[config.mk]
export PLATFORM = sky130hd
export DESIGN_NAME = i2c_master_byte_engine_unit_flat
export DESIGN_NICKNAME = d
export VERILOG_FILES = /design/src/rtl/core/i2cmbe_pkg.sv /design/src/rtl/core/i2cmbe_req_if.sv /design/src/rtl/core/i2cmbe_rsp_if.sv /design/src/rtl/core/i2c_master_byte_engine_unit.sv /design/src/flat_wrapper.sv
export SDC_FILE = /design/constraint.sdc
export NUM_CORES = 1
export LEC_CHECK = 0
export ABC_AREA = 1
export BUFFER_PORTS_ARGS = -buffer_cell sky130_fd_sc_hd__clkbuf_2
export CORE_ASPECT_RATIO = 1.1
export CORE_MARGIN = 10
export CORE_UTILIZATION = 35
export DETAILED_ROUTE_END_ITERATION = 10
export PLACE_DENSITY = 0.57
export SYNTH_ARGS = -nofsm -noshare
export SYNTH_HDL_FRONTEND = slang
export SYNTH_SLANG_ARGS = --single-unit
[constraint.sdc]
create_clock -name clock -period 3.25 [get_ports clock]
set_input_delay 0.4875 -clock clock [delete_from_list [all_inputs] [get_ports clock]]
set_output_delay 0.4875 -clock clock [all_outputs]
set_load 0.005 [all_outputs]
[src/rtl/core/i2cmbe_pkg.sv]
package i2cmbe_pkg;

   localparam int unsigned KIND_W   = 3;
   localparam int unsigned DATA_W   = 8;
   localparam int unsigned TICK_W   = 16;
   localparam int unsigned BIDX_W   = 4;

   localparam logic [TICK_W-1:0] HALF_PERIOD_RESET = 16'd1000;

   // bit counts per command: stop is a single bit, a byte plus ack slot is nine
   localparam logic [BIDX_W-1:0] BITS_STOP  = 4'd1;
   localparam logic [BIDX_W-1:0] BITS_BYTE  = 4'd9;
   localparam logic [BIDX_W-1:0] DATA_BITS  = 4'd8;

   typedef enum logic [KIND_W-1:0] {
      CMD_NONE  = 3'd0,
      CMD_START = 3'd1,
      CMD_STOP  = 3'd2,
      CMD_WRITE = 3'd3,
      CMD_READ  = 3'd4
   } cmd_type;

endpackage

[src/rtl/core/i2cmbe_req_if.sv]
interface i2cmbe_req_if;
   logic                            valid;
   logic                            ready;
   logic [i2cmbe_pkg::KIND_W-1:0]   kind;
   logic [i2cmbe_pkg::DATA_W-1:0]   data_byte;
   logic                            ack_wanted;
   logic                            sda_sample;

   modport source (output valid, kind, data_byte, ack_wanted, sda_sample, input ready);
   modport sink   (input valid, kind, data_byte, ack_wanted, sda_sample, output ready);
endinterface

[src/rtl/core/i2cmbe_rsp_if.sv]
interface i2cmbe_rsp_if;
   logic                            valid;
   logic                            ready;
   logic                            scl_release;
   logic                            sda_release;
   logic                            busy_res;
   logic                            done_res;
   logic [i2cmbe_pkg::DATA_W-1:0]   read_byte;

   modport source (output valid, scl_release, sda_release, busy_res, done_res, read_byte,
                   input ready);
   modport sink   (input valid, scl_release, sda_release, busy_res, done_res, read_byte,
                   output ready);
endinterface

[src/rtl/core/i2c_master_byte_engine_unit.sv]
// The rsp word for an accepted req word appears in the cycle after acceptance.
// One req word per cycle when ready; each word is one bus timing tick, and the
// tick's sequencer update plus the output register form a single stage.
// Ready drops only while a finished rsp word waits and rsp ready is low.
// Synchronous active-high reset: idle, SCL and SDA released, half period 1000.
module i2c_master_byte_engine_unit (
   input  logic                              clock,
   input  logic                              reset,
   i2cmbe_req_if.sink                        req_chan,
   i2cmbe_rsp_if.source                      rsp_chan,
   input  logic                              csr_wr_en,
   input  logic [i2cmbe_pkg::TICK_W-1:0]     csr_wr_data
);

   localparam int unsigned DW = i2cmbe_pkg::DATA_W;
   localparam int unsigned TW = i2cmbe_pkg::TICK_W;
   localparam int unsigned BW = i2cmbe_pkg::BIDX_W;

   // sequencer state
   i2cmbe_pkg::cmd_type cmd_ff, cmd_in;
   logic [BW-1:0]       bidx_ff, bidx_in;
   logic [DW-1:0]       shift_ff, shift_in;
   logic                ack_drive_ff, ack_drive_in;
   logic                high_half_ff, high_half_in;
   logic [TW-1:0]       tick_ff, tick_in;
   logic                scl_ff, scl_in;
   logic                sda_ff, sda_in;
   logic [TW-1:0]       half_ff;

   // output register
   logic                rsp_valid_ff;
   logic                scl_out_ff, scl_out_in;
   logic                sda_out_ff, sda_out_in;
   logic                busy_ff, busy_in;
   logic                done_ff, done_in;
   logic [DW-1:0]       rbyte_ff, rbyte_in;

   logic [TW-1:0]       half_eff;
   logic [TW-1:0]       tick_inc;
   logic [BW-1:0]       total_bits;
   logic                bit_lvl;
   logic                accept;

   assign req_chan.ready = !rsp_valid_ff || rsp_chan.ready;
   assign accept         = req_chan.valid && req_chan.ready;

   assign half_eff = (half_ff == '0) ? TW'(1) : half_ff;

   always_comb begin
      cmd_in       = cmd_ff;
      bidx_in      = bidx_ff;
      shift_in     = shift_ff;
      ack_drive_in = ack_drive_ff;
      high_half_in = high_half_ff;
      tick_in      = tick_ff;
      scl_in       = scl_ff;
      sda_in       = sda_ff;
      done_in      = 1'b0;
      rbyte_in     = '0;
      tick_inc     = '0;
      total_bits   = i2cmbe_pkg::BITS_BYTE;
      bit_lvl      = 1'b1;

      if (cmd_ff == i2cmbe_pkg::CMD_NONE) begin
         if (req_chan.kind == i2cmbe_pkg::CMD_START) begin
            sda_in  = 1'b0;
            done_in = 1'b1;
         end else if (req_chan.kind == i2cmbe_pkg::CMD_STOP ||
                      req_chan.kind == i2cmbe_pkg::CMD_WRITE ||
                      req_chan.kind == i2cmbe_pkg::CMD_READ) begin
            cmd_in       = i2cmbe_pkg::cmd_type'(req_chan.kind);
            bidx_in      = '0;
            shift_in     = (req_chan.kind == i2cmbe_pkg::CMD_WRITE) ? req_chan.data_byte : '0;
            ack_drive_in = (req_chan.kind == i2cmbe_pkg::CMD_READ) && req_chan.ack_wanted;
            scl_in       = 1'b0;
            high_half_in = 1'b0;
            tick_in      = '0;
         end
      end

      // bus levels shown for this tick are those after a command launch
      scl_out_in = scl_in;
      sda_out_in = sda_in;

      // SDA level for the current bit
      if (cmd_in == i2cmbe_pkg::CMD_STOP) begin
         bit_lvl = 1'b0;
      end else if (bidx_in >= i2cmbe_pkg::DATA_BITS) begin
         bit_lvl = (cmd_in == i2cmbe_pkg::CMD_READ) ? !ack_drive_in : 1'b1;
      end else if (cmd_in == i2cmbe_pkg::CMD_WRITE) begin
         bit_lvl = shift_in[3'd7 - bidx_in[2:0]];
      end

      total_bits = (cmd_in == i2cmbe_pkg::CMD_STOP) ? i2cmbe_pkg::BITS_STOP
                                                    : i2cmbe_pkg::BITS_BYTE;

      if (cmd_in != i2cmbe_pkg::CMD_NONE) begin
         tick_inc = tick_in + TW'(1);
         if (tick_inc >= half_eff) begin
            tick_in = '0;
            if (!high_half_in) begin
               sda_in       = bit_lvl;
               scl_in       = 1'b1;
               high_half_in = 1'b1;
            end else begin
               if (cmd_in == i2cmbe_pkg::CMD_READ && bidx_in < i2cmbe_pkg::DATA_BITS) begin
                  shift_in = {shift_in[DW-2:0], req_chan.sda_sample};
               end
               bidx_in = bidx_in + BW'(1);
               if (bidx_in >= total_bits) begin
                  if (cmd_in == i2cmbe_pkg::CMD_STOP) begin
                     sda_in = 1'b1;
                  end
                  if (cmd_in == i2cmbe_pkg::CMD_READ) begin
                     rbyte_in = shift_in;
                  end
                  done_in = 1'b1;
                  cmd_in  = i2cmbe_pkg::CMD_NONE;
               end else begin
                  scl_in       = 1'b0;
                  high_half_in = 1'b0;
               end
            end
         end else begin
            tick_in = tick_inc;
         end
      end

      busy_in = (cmd_in != i2cmbe_pkg::CMD_NONE);
   end

   always_ff @(posedge clock) begin
      if (reset) begin
         cmd_ff       <= i2cmbe_pkg::CMD_NONE;
         bidx_ff      <= '0;
         shift_ff     <= '0;
         ack_drive_ff <= 1'b0;
         high_half_ff <= 1'b1;
         tick_ff      <= '0;
         scl_ff       <= 1'b1;
         sda_ff       <= 1'b1;
      end else if (accept) begin
         cmd_ff       <= cmd_in;
         bidx_ff      <= bidx_in;
         shift_ff     <= shift_in;
         ack_drive_ff <= ack_drive_in;
         high_half_ff <= high_half_in;
         tick_ff      <= tick_in;
         scl_ff       <= scl_in;
         sda_ff       <= sda_in;
      end
   end

   always_ff @(posedge clock) begin
      if (reset) begin
         half_ff <= i2cmbe_pkg::HALF_PERIOD_RESET;
      end else if (csr_wr_en) begin
         half_ff <= csr_wr_data;
      end
   end

   always_ff @(posedge clock) begin
      if (reset) begin
         rsp_valid_ff <= 1'b0;
      end else if (accept) begin
         rsp_valid_ff <= 1'b1;
      end else if (rsp_chan.ready) begin
         rsp_valid_ff <= 1'b0;
      end
   end

   always_ff @(posedge clock) begin
      if (accept) begin
         scl_out_ff <= scl_out_in;
         sda_out_ff <= sda_out_in;
         busy_ff    <= busy_in;
         done_ff    <= done_in;
         rbyte_ff   <= rbyte_in;
      end
   end

   assign rsp_chan.valid       = rsp_valid_ff;
   assign rsp_chan.scl_release = scl_out_ff;
   assign rsp_chan.sda_release = sda_out_ff;
   assign rsp_chan.busy_res    = busy_ff;
   assign rsp_chan.done_res    = done_ff;
   assign rsp_chan.read_byte   = rbyte_ff;

endmodule

[src/flat_wrapper.sv]
// flat-port wrapper written by rule: the top's interface ports become plain ports
module i2c_master_byte_engine_unit_flat 
  (clock, reset, csr_wr_en, csr_wr_data, req_chan_valid, req_chan_kind, req_chan_data_byte, req_chan_ack_wanted, req_chan_sda_sample, req_chan_ready, rsp_chan_valid, rsp_chan_scl_release, rsp_chan_sda_release, rsp_chan_busy_res, rsp_chan_done_res, rsp_chan_read_byte, rsp_chan_ready);
  i2cmbe_req_if req_chan_i ();
  i2cmbe_rsp_if rsp_chan_i ();
  input  logic clock;
  input  logic reset;
  input  logic csr_wr_en;
  input  logic [i2cmbe_pkg::TICK_W-1:0] csr_wr_data;
  input wire logic [$bits(req_chan_i.valid)-1:0] req_chan_valid;
  input wire logic [$bits(req_chan_i.kind)-1:0] req_chan_kind;
  input wire logic [$bits(req_chan_i.data_byte)-1:0] req_chan_data_byte;
  input wire logic [$bits(req_chan_i.ack_wanted)-1:0] req_chan_ack_wanted;
  input wire logic [$bits(req_chan_i.sda_sample)-1:0] req_chan_sda_sample;
  output wire logic [$bits(req_chan_i.ready)-1:0] req_chan_ready;
  output wire logic [$bits(rsp_chan_i.valid)-1:0] rsp_chan_valid;
  output wire logic [$bits(rsp_chan_i.scl_release)-1:0] rsp_chan_scl_release;
  output wire logic [$bits(rsp_chan_i.sda_release)-1:0] rsp_chan_sda_release;
  output wire logic [$bits(rsp_chan_i.busy_res)-1:0] rsp_chan_busy_res;
  output wire logic [$bits(rsp_chan_i.done_res)-1:0] rsp_chan_done_res;
  output wire logic [$bits(rsp_chan_i.read_byte)-1:0] rsp_chan_read_byte;
  input wire logic [$bits(rsp_chan_i.ready)-1:0] rsp_chan_ready;
  assign req_chan_i.valid = req_chan_valid;
  assign req_chan_i.kind = req_chan_kind;
  assign req_chan_i.data_byte = req_chan_data_byte;
  assign req_chan_i.ack_wanted = req_chan_ack_wanted;
  assign req_chan_i.sda_sample = req_chan_sda_sample;
  assign req_chan_ready = req_chan_i.ready;
  assign rsp_chan_valid = rsp_chan_i.valid;
  assign rsp_chan_scl_release = rsp_chan_i.scl_release;
  assign rsp_chan_sda_release = rsp_chan_i.sda_release;
  assign rsp_chan_busy_res = rsp_chan_i.busy_res;
  assign rsp_chan_done_res = rsp_chan_i.done_res;
  assign rsp_chan_read_byte = rsp_chan_i.read_byte;
  assign rsp_chan_i.ready = rsp_chan_ready;
  i2c_master_byte_engine_unit u_core (.clock(clock), .reset(reset), .req_chan(req_chan_i), .rsp_chan(rsp_chan_i), .csr_wr_en(csr_wr_en), .csr_wr_data(csr_wr_data));
endmodule
Yosys cells after proc, flatten, opt, wreduce, memory -nomap -nowiden
Index checks and enable logic that the tools add are counted.

word-level totals
  input bits = 34
  logic and storage cells = 110
  output and inout bits = 14
  bits in registers = 64

operators by class
  $lt $le $gt $ge = 5
  mux-type cells = 66
  equal/unequal tests = 7
  $add $sub $neg = 3
  reductions and logical operators = 14

operators by type and width
  cell                   number
  $mux 16                6
  $mux 8                 8
  $mux 1                 37
  $mux 4                 7
  $mux 3                 7
  $add 16x1->16 const B  1
  $ge 16x16->1           1
  $logic_not 16->1       1
  $eq 3x2->1 const B     4
  $eq 3x3->1 const B     2
  $reduce_bool 3->1      2
  $reduce_and 5->1       1
  $add 4x1->4 const B    1
  $ge 4x4->1             1
  $ge 4x4->1 const B     1
  $lt 3x4->1 const B     1
  $lt 4x4->1 const B     1
  $bmux 1 s3             1
  $eq 3x1->1 const B     1
  $logic_and 1x1->1      3
  $logic_not 3->1        1
  $logic_or 1x1->1       3
  $sub 3x3->3 const A    1
  $logic_not 1->1        2
  $reduce_bool 2->1      1

Longest topological paths before layout
Gate-level depths: netlist (run 1).

  depth after elaboration = 15
  depth in mapped cells = 26
  mapped depth without buffers = 26

Worst setup path after synthesis (run 1)
No wires, ideal clock.

  path type = input port to flip-flop
  start point = input port req_chan_kind[1]
  end point = register u_core.bidx_ff[1]
  data arrival time = 2896 ps
  slack = 284 ps
  stages on the path = 22
  setup time = 70 ps
  path through = nor2_1 > nand2_1 > nand2_2 > nand2_4 > buf_6 > nand2_1 > nor2_1 > and2_1 > nand3_1 > nand2_1 > nand2_1 > inv_1 > ha_1 > nand2_1 > nor3_1 > nand3_1 > nand3_1 > nand3_1 > buf_2 > nand2_1 > nand3_1 > a21oi_1

between the ends
  longest elaborated chain between the ends = 10

RTL lines
  element                                       RTL line                                                               RTL
  start: declaration                            flat_wrapper.sv:11                                                     input wire logic [$bits(req_chan_i.kind)-1:0] req_chan_kind;
  $eq 3x2->1, on equally long branches          i2c_master_byte_engine_unit.sv:68, i2c_master_byte_engine_unit.sv:69
  $logic_or 1x1->1                              i2c_master_byte_engine_unit.sv:68                                      end else if (req_chan.kind == i2cmbe_pkg::CMD_STOP ||
  $logic_or 1x1->1                              i2c_master_byte_engine_unit.sv:69                                      req_chan.kind == i2cmbe_pkg::CMD_WRITE ||
  $mux 16 or $mux 4 (tied branches)             i2c_master_byte_engine_unit.sv:68
  $mux 16 or $mux 4 (tied branches)             i2c_master_byte_engine_unit.sv:65                                      if (req_chan.kind == i2cmbe_pkg::CMD_START) begin
  $mux 16 or $mux 4 (tied branches)             i2c_master_byte_engine_unit.sv:64                                      if (cmd_ff == i2cmbe_pkg::CMD_NONE) begin
  $add 16x1->16 or $add 4x1->4 (tied branches)  i2c_master_byte_engine_unit.sv:98, i2c_master_byte_engine_unit.sv:109
  $ge 16x16->1 or $mux 4 (tied branches)        i2c_master_byte_engine_unit.sv:99, i2c_master_byte_engine_unit.sv:101
  $mux 4                                        i2c_master_byte_engine_unit.sv:99                                      if (tick_inc >= half_eff) begin
  $mux 4 (*)                                    i2c_master_byte_engine_unit.sv:97                                      if (cmd_in != i2cmbe_pkg::CMD_NONE) begin
  end signal: assignment                        i2c_master_byte_engine_unit.sv:144                                     bidx_ff <= bidx_in;
  end: declaration                              i2c_master_byte_engine_unit.sv:21                                      logic [BW-1:0] bidx_ff, bidx_in;

Mark *: on every way between the ends. The rest lies on a longest branch, timed or not.
A chain may end at the register's enable or synchronous reset.

Final worst setup path (run 1)
  start point = register u_core.cmd_ff[1]
  end point = register u_core.sda_ff

between the ends
  longest elaborated chain between the ends = 11

RTL lines
  element                                                 RTL line                            RTL
  start: declaration                                      i2c_master_byte_engine_unit.sv:20   i2cmbe_pkg::cmd_type cmd_ff, cmd_in;
  start signal: assignment                                i2c_master_byte_engine_unit.sv:134  cmd_ff <= i2cmbe_pkg::CMD_NONE;
  start signal: assignment                                i2c_master_byte_engine_unit.sv:143  cmd_ff <= cmd_in;
  branches (longest 10 deep; another with $add 16x1->16)  --
  $mux 1 (*)                                              i2c_master_byte_engine_unit.sv:97
  end signal: assignment                                  i2c_master_byte_engine_unit.sv:150  sda_ff <= sda_in;
  end: declaration                                        i2c_master_byte_engine_unit.sv:27   logic sda_ff, sda_in;

Every way passes the cells marked *. The select of a mux whose other input is x is not followed.

==> out/metrics.json, run 1 <==
{
  "drt": {
    "route.vias.total": 4236,
    "drt_pre_antenna_iters": 5,
    "drt_iter0_drc": 253,
    "wl_mm": 11.6,
    "routed_wire_length_per_instance_um": 13.6,
    "via_per_inst": 4.93,
    "antenna_violating_nets_post_route": 0,
    "drc": 0
  },
  "worst_setup_path": {
    "worstPathRequired_ns": 3.47,
    "critical_path_peak_fanout": 7,
    "worstReg2RegEnd": "u_core.sda_ff$_SDFFE_PP1P_",
    "reg2reg_slack_ns": 0.16,
    "critPathMaxStageDelay_ns": 0.37,
    "timing_worst_setup_path_type": "register to register",
    "r2r_start": "u_core.cmd_ff[1]$_SDFFE_PP0P_",
    "worst_setup_path_end_kind": "register",
    "worst-endpoint-arrival_ns": 3.31,
    "startpoint_type": "register",
    "timing.critical_path.slowest_stage_cell": "sky130_fd_sc_hd__dfxtp_4",
    "worstRegToRegCells": 25
  },
  "synth": {
    "synth_warnings": 0,
    "ys_seq_elements": 64,
    "synth-main-ff-cell": "sky130_fd_sc_hd__dfxtp_1",
    "syn_area_per_cell_um2": 6.64,
    "asyncSetResetFlopFracSynth_pct": 0,
    "sequential_area_share_after_synthesis_pct": 34.7,
    "synth_enable_flop_cells": 12,
    "mappedNetlistNets": 661,
    "synth.cell_area_mm2": 0.00404,
    "syn_inst": 608,
    "synthDistinctLibCells": 33
  },
  "place": {
    "port-buffer-count": 47,
    "final_hpwl_from_detailed_placement_mm": 8.53,
    "place_congestion": 0.993,
    "dp_worst_setup_slack_ns": -0.404,
    "placed_area_mm2": 0.00474
  },
  "worst_hold_path": {
    "hp-class": "input pin to register",
    "hold_start": "csr_wr_data[8]",
    "worstHoldPathCells": 3,
    "whs_endpoint": "u_core.half_ff[8]$_SDFFE_PP1P_"
  },
  "global_route": {
    "wire_length_of_the_first_global_routing_pass_mm": 19.5,
    "use_met2_pct": 24.2,
    "gr-usage-all-layers_pct": 14.5,
    "grt_antenna_before_repair": 0,
    "gr-usage-met1_pct": 17.1,
    "grt_remaining_overflow": 0,
    "grt_start_max_net_pins": 37,
    "grt_use_met3_pct": 3.87,
    "grt_pass1_vias": 4179,
    "global_route.peak_usage_layer": "met2"
  },
  "clock_network": {
    "clkSinkCount": 64,
    "tritoncts_clock_tree": "done",
    "largest_buffer_count_on_any_clock_path": 2,
    "clkLatencyLatePin_ns": 0.34,
    "clk_pin_slew_ns": 0.06,
    "cts_inserted_buffers": 9,
    "cts_hold_repair.buffers": 0,
    "cell_at_the_root_of_the_clock_tree": "sky130_fd_sc_hd__clkbuf_16",
    "htree_num_levels": 3
  },
  "finish": {
    "final.fill_count": 1179,
    "leading_cell_type_in_the_layout_fill_and_taps_excluded": "sky130_fd_sc_hd__nand2_1",
    "finalNetCount": 757,
    "layout.cells.most_common_list": "sky130_fd_sc_hd__nand2_1 (137), sky130_fd_sc_hd__inv_1 (76), sky130_fd_sc_hd__a21oi_1 (63), sky130_fd_sc_hd__buf_4 (57), sky130_fd_sc_hd__dfxtp_1 (49)",
    "finalInstanceArea_mm2": 0.00537,
    "drive_above_1_share_pct": 26.2,
    "layout.area.seq_mm2": 0.00141,
    "layout-area-overhead-vs-synth_pct": 32.9,
    "multiInputGateArea_mm2": 0.00243,
    "finish.utilization_pct": 47.1,
    "insertedDiodeCount": 0
  },
  "die": {
    "core_region_area_mm2": 0.0114,
    "num_rows": 41,
    "floorplan.die.height_um": 133,
    "floorplan.die.width_um": 122,
    "floorplan.die_area_mm2": 0.0162,
    "initial_util_pct": 35.5,
    "pin_count": 48
  },
  "sta": {
    "worst_pin_slew_ns": 0.786,
    "unrepaired_setup_endpoints_after_global_routing": "true",
    "post-route-worst-setup-slack_ns": 0.162,
    "fin_skew_ns": 0.00868,
    "setup-tns-final_ns": 0,
    "fin_hold_ws_ns": 0.370,
    "final-setup-viol-count": 0,
    "maxSlewHeadroom_pct": 47.5,
    "min_period_ns": 3.09,
    "slew_violations": 0,
    "clock.fmax_mhz": 324,
    "final_hold_viol_count": 0,
    "post-route-period-util_pct": 95.0
  },
  "power": {
    "powerDensity_mw_per_mm2": 453,
    "static-leakage-power_nw": 2.59,
    "ir_drop_mv": 0.195
  },
  "flow_run": {
    "maxCapViolCount": 0
  },
  "status": {
    "outcome": "finished, final reports clean"
  }
}
==> layer usage <==
metal,vias up,part of all wire (%)
met2,94,48
met5,-,0
li1,2189,-
met1,1934,45
met3,19,4.6
met4,0,2.3
==> Yosys cell counts (2+ instances only) <==
library cell / number / area share [%]
sky130_fd_sc_hd__nand2_1: 148 / 14
sky130_fd_sc_hd__inv_1: 79 / 7.3
sky130_fd_sc_hd__a21oi_1: 71 / 8.8
sky130_fd_sc_hd__dfxtp_1: 52 / 26
sky130_fd_sc_hd__nor2_1: 50 / 4.6
sky130_fd_sc_hd__nand3_1: 46 / 5.7
sky130_fd_sc_hd__o21ai_0: 45 / 5.6
sky130_fd_sc_hd__ha_1: 19 / 5.9
sky130_fd_sc_hd__clkbuf_1: 14 / 1.3
sky130_fd_sc_hd__edfxtp_1: 12 / 8.9
sky130_fd_sc_hd__nand4_1: 10 / 1.5
sky130_fd_sc_hd__nand2_2: 9 / 1.4
sky130_fd_sc_hd__and2_1: 5 / 0.77
sky130_fd_sc_hd__buf_2: 5 / 0.62
sky130_fd_sc_hd__inv_2: 5 / 0.46
sky130_fd_sc_hd__nor4_1: 4 / 0.62
sky130_fd_sc_hd__xor2_1: 4 / 0.87
sky130_fd_sc_hd__a31oi_1: 3 / 0.46
sky130_fd_sc_hd__nor2_2: 3 / 0.46
sky130_fd_sc_hd__nor2_4: 3 / 0.84
sky130_fd_sc_hd__nor3_1: 3 / 0.37
sky130_fd_sc_hd__o2111ai_1: 3 / 0.65
sky130_fd_sc_hd__o21ai_1: 3 / 0.37
sky130_fd_sc_hd__buf_6: 2 / 0.56
sky130_fd_sc_hd__nor3_2: 2 / 0.50
==> worst max-delay path, delay by kind of cell, from the launching register on <==
family / cells / cell delay (ns)
buffers and inverters: 5 / 0.44
adders and majority gates: 1 / 0.26
and+or+nand+nor: 19 / 1.89
DFF: 1 / 0.37
==> area by class of cell <==
class	instances	area share, %
Inverter	84	5.97
Clock buffer	9	4.20
Sequential cell	64	26.3
Clock inverter	7	1.61
Multi-Input combinational cell	439	45.3
Timing Repair Buffer	106	13.2
Tap cell	150	3.50
==> metrics by stage <==
stage	std cells	power, W
finish	859	0.00243
global route	859	0.00256
CTS	848	0.00238
detailed placement	832	0.00135
global placement	832	0.00135
floorplan	608	0.00119
==> kinds of logic after synthesis <==
group / count (synthesis) / share of synthesized area [%]
fa+ha+maj: 19 / 5.88
compound gates: 129 / 16.7
buf+inv: 106 / 10.4
simple gates: 286 / 31.5
xor+xnor: 4 / 0.867
flops: 64 / 34.7
==> registers in the layout, indices dropped and copies added (netlist names) <==
register / cells
u_core.sda_ff: 1
u_core.cmd_ff: 3
u_core.ack_drive_ff: 1
u_core.rsp_chan.read_byte: 8
u_core.shift_ff: 8
u_core.rsp_chan.busy_res: 1
u_core.rsp_chan.scl_release: 1
u_core.tick_ff: 16
u_core.rsp_chan.sda_release: 1
u_core.high_half_ff: 1
u_core.rsp_chan.done_res: 1
u_core.bidx_ff: 4
u_core.scl_ff: 1
u_core.half_ff: 16
u_core.rsp_chan.valid: 1
==> report_power, final <==
group	switching, W	internal (W)	total, W
Combinational	0.000315	0.000203	0.000519
Sequential	0.0000302	0.000860	0.000890
Clock	0.000356	0.000664	0.00102
==> worst max-delay path by stage <==
stage | startpoint | endpoint | slack, ns | depth (start not counted)
5_1_grt | u_core.cmd_ff[1]$_SDFFE_PP0P_ | u_core.sda_ff$_SDFFE_PP1P_ | -0.16 | 25
6_report | u_core.cmd_ff[1]$_SDFFE_PP0P_ | u_core.sda_ff$_SDFFE_PP1P_ | 0.16 | 25
3_3_place_gp | req_chan_kind[2] | u_core.sda_ff$_SDFFE_PP1P_ | -0.35 | 27
3_5_place_dp | req_chan_kind[2] | u_core.bidx_ff[2]$_SDFFE_PP0P_ | -0.40 | 24
2_1_floorplan | req_chan_kind[1] | u_core.bidx_ff[1]$_SDFFE_PP0P_ | 0.28 | 22
4_1_cts | u_core.cmd_ff[0]$_SDFFE_PP0P_ | u_core.tick_ff[12]$_SDFFE_PP0P_ | 0.007 | 22
==> timing repair <==
| item | in CTS | in global routing |
|---|---|---|
| setup buffers | 0 | 9 |
| setup endpoints to repair | 23 | 44 |
| pin swaps | 0 | 19 |
| gates cloned | 0 | 2 |
| gates resized for setup | 4 | 63 |
(Power assumes the default switching activity.)
==> run 2: changes to the inputs <==
- RECOVER_POWER: unset -> 50
==> run 2 against run 1 <==
Global-route usage stayed put. Sequential cell count did not move. Total power about the same. Critical path depth unchanged. Wire length barely moved. Combinational power barely moved. Via count is 0.19% higher. Non-clock buffer count is the same. Sequential power barely moved. Fmax is essentially flat. Worst hold slack hardly changed. Critical path type unchanged. Largest power group unchanged.
==> out/metrics.json, run 2 (synthesis gave the netlist of run 1 again) <==
{
  "die": {
    "floorplan.die_area_mm2": 0.0162,
    "num_rows": 41,
    "pin_count": 48,
    "initial_util_pct": 35.5,
    "core_region_area_mm2": 0.0114,
    "floorplan.die.height_um": 133,
    "floorplan.die.width_um": 122
  },
  "clock_network": {
    "clk_pin_slew_ns": 0.06,
    "cell_at_the_root_of_the_clock_tree": "sky130_fd_sc_hd__clkbuf_16",
    "tritoncts_clock_tree": "done",
    "clkLatencyLatePin_ns": 0.34,
    "clkSinkCount": 64,
    "htree_num_levels": 3,
    "cts_inserted_buffers": 9,
    "largest_buffer_count_on_any_clock_path": 2
  },
  "place": {
    "place_congestion": 0.993,
    "port-buffer-count": 47,
    "final_hpwl_from_detailed_placement_mm": 8.53,
    "dpl.cell_count": 832
  },
  "global_route": {
    "gr-usage-all-layers_pct": 14.5,
    "grt_remaining_overflow": 0,
    "grt_antenna_before_repair": 0,
    "grt_start_max_net_pins": 37,
    "grt_pass1_vias": 4179,
    "wire_length_of_the_first_global_routing_pass_mm": 19.5
  },
  "finish": {
    "drive_above_1_share_pct": 24.8,
    "finish.utilization_pct": 47.0,
    "finalNetCount": 757,
    "insertedDiodeCount": 0,
    "leading_cell_type_in_the_layout_fill_and_taps_excluded": "sky130_fd_sc_hd__nand2_1",
    "layout-area-overhead-vs-synth_pct": 32.5,
    "instances_no_fill": 859,
    "final.fill_count": 1182,
    "layout.cells.most_common_list": "sky130_fd_sc_hd__nand2_1 (137), sky130_fd_sc_hd__inv_1 (76), sky130_fd_sc_hd__a21oi_1 (63), sky130_fd_sc_hd__buf_4 (57), sky130_fd_sc_hd__dfxtp_1 (49)",
    "reg_top3": "u_core.half_ff: 16 flops, u_core.tick_ff: 16 flops"
  },
  "power": {
    "ir_drop_mv": 0.195,
    "powerDensity_mw_per_mm2": 453,
    "static-leakage-power_nw": 2.56
  },
  "drt": {
    "drc": 0,
    "routed_wire_length_per_instance_um": 13.6,
    "drt_pre_antenna_iters": 5,
    "antenna_violating_nets_post_route": 0,
    "wl_mm": 11.6,
    "via_per_inst": 4.94,
    "route.vias.total": 4244,
    "drt_iter0_drc": 251
  },
  "sta": {
    "unrepaired_setup_endpoints_after_global_routing": "true",
    "maxSlewHeadroom_pct": 47.5,
    "fin_skew_ns": 0.00868,
    "post-route-period-util_pct": 95.0,
    "slew_violations": 0,
    "clock.fmax_mhz": 324,
    "worst_pin_slew_ns": 0.787,
    "min_period_ns": 3.09,
    "final_hold_viol_count": 0,
    "final-setup-viol-count": 0
  },
  "status": {
    "outcome": "finished, final reports clean"
  },
  "worst_setup_path": {
    "worstPathRequired_ns": 3.47,
    "worst_setup_path_end_kind": "register",
    "worst-endpoint-arrival_ns": 3.31,
    "critical_path_peak_fanout": 7,
    "startpoint_type": "register",
    "timing_worst_setup_path_type": "register to register"
  },
  "flow_run": {
    "maxCapViolCount": 0
  },
  "worst_hold_path": {
    "hp-class": "input pin to register"
  }
}
==> run 2: changes by cell type in the layout (fill, tap and decap cells not counted), sizes merged <==
cell / previous run / this run
buf: 61 / 62
clkbuf: 54 / 53
==> run 2: through the flow <==
stage / power, W / hold WS (ns) / area, um^2 / worst slack, ns / TNS (ns)
final: 0.00243 / 0.370 / 5360 / 0.163 / 0
after global routing: 0.00256 / 0.391 / 5360 / -0.160 / -1.74
after CTS: 0.00238 / 0.364 / 5060 / 0.00724 / 0
after detailed placement: 0.00135 / 0.457 / 4740 / -0.404 / -13.33
after global placement: 0.00135 / 0.452 / 4740 / -0.351 / -11.30
after floorplan: 0.00119 / 0.440 / 4040 / 0.284 / 0
==> run 2: worst paths after layout <==
check,start,to,slack [ns],cells past startpoint
worst max-delay path,u_core.cmd_ff[1]$_SDFFE_PP0P_,u_core.sda_ff$_SDFFE_PP1P_,0.16,25
worst max register to register,u_core.cmd_ff[1]$_SDFFE_PP0P_,u_core.sda_ff$_SDFFE_PP1P_,0.16,25
worst min register to register,u_core.ack_drive_ff$_SDFFE_PP0P_,u_core.ack_drive_ff$_SDFFE_PP0P_,0.47,2
worst min-delay path,csr_wr_data[8],u_core.half_ff[8]$_SDFFE_PP1P_,0.37,3
==> run 2: cell type report <==
class | count | area (um^2) | share of cell area, %
multi-input combinational | 439 | 2430 | 45.4
sequential | 64 | 1410 | 26.3
timing repair buffer | 106 | 694 | 13.0
inverter | 84 | 320 | 5.98
clock buffer | 9 | 225 | 4.21
tap | 150 | 188 | 3.50
clock inverter | 7 | 86.3 | 1.61
==> run 2: what timing repair did <==
item,4_1_cts,5_1_grt
endpoints found under the setup margin,23,44
setup buffers,0,9
pin swaps,0,19
gates cloned,0,2
hold buffers,0,0
resized for setup,4,63
==> run 2: worst max-delay path, stage by stage (launching register included) <==
cell and delay (ns):
sky130_fd_sc_hd__dfxtp_4 0.37, sky130_fd_sc_hd__nor3_4 0.05, sky130_fd_sc_hd__buf_6 0.12, sky130_fd_sc_hd__nand2_8 0.08, sky130_fd_sc_hd__nand2_2 0.07, sky130_fd_sc_hd__nor2_2 0.15
sky130_fd_sc_hd__nand2_2 0.08, sky130_fd_sc_hd__nor2_4 0.12, sky130_fd_sc_hd__nand2_2 0.07, sky130_fd_sc_hd__inv_2 0.08, sky130_fd_sc_hd__nand4_1 0.12, sky130_fd_sc_hd__nand2_2 0.12
sky130_fd_sc_hd__inv_2 0.05, sky130_fd_sc_hd__ha_4 0.26, sky130_fd_sc_hd__nand4_1 0.10, sky130_fd_sc_hd__nor3_2 0.23, sky130_fd_sc_hd__nand3_1 0.15, sky130_fd_sc_hd__nand3_4 0.15
sky130_fd_sc_hd__buf_6 0.14, sky130_fd_sc_hd__nand2_8 0.07, sky130_fd_sc_hd__nor2_4 0.13, sky130_fd_sc_hd__inv_2 0.05, sky130_fd_sc_hd__nand2_1 0.06, sky130_fd_sc_hd__nand2_1 0.05
sky130_fd_sc_hd__nand2_1 0.05, sky130_fd_sc_hd__nand2_1 0.04
==> run 2: layer usage <==
metal	up-vias	global-route usage [%]	wire length [um]
met5	-	0	0
met2	100	24.2	5650
met1	1934	17.1	5140
met4	0	5.50	295
li1	2189	-	-
met3	21	3.87	558
==> run 2: report_power, final <==
group / internal, W / total, W / switching [W] / leakage [nW]
logic: 0.000201 / 0.000517 / 0.000315 / 1.86
registers: 0.000860 / 0.000890 / 0.0000302 / 0.549
clock network: 0.000664 / 0.00102 / 0.000357 / 0.153
total: 0.00172 / 0.00243 / 0.000702 / 2.56
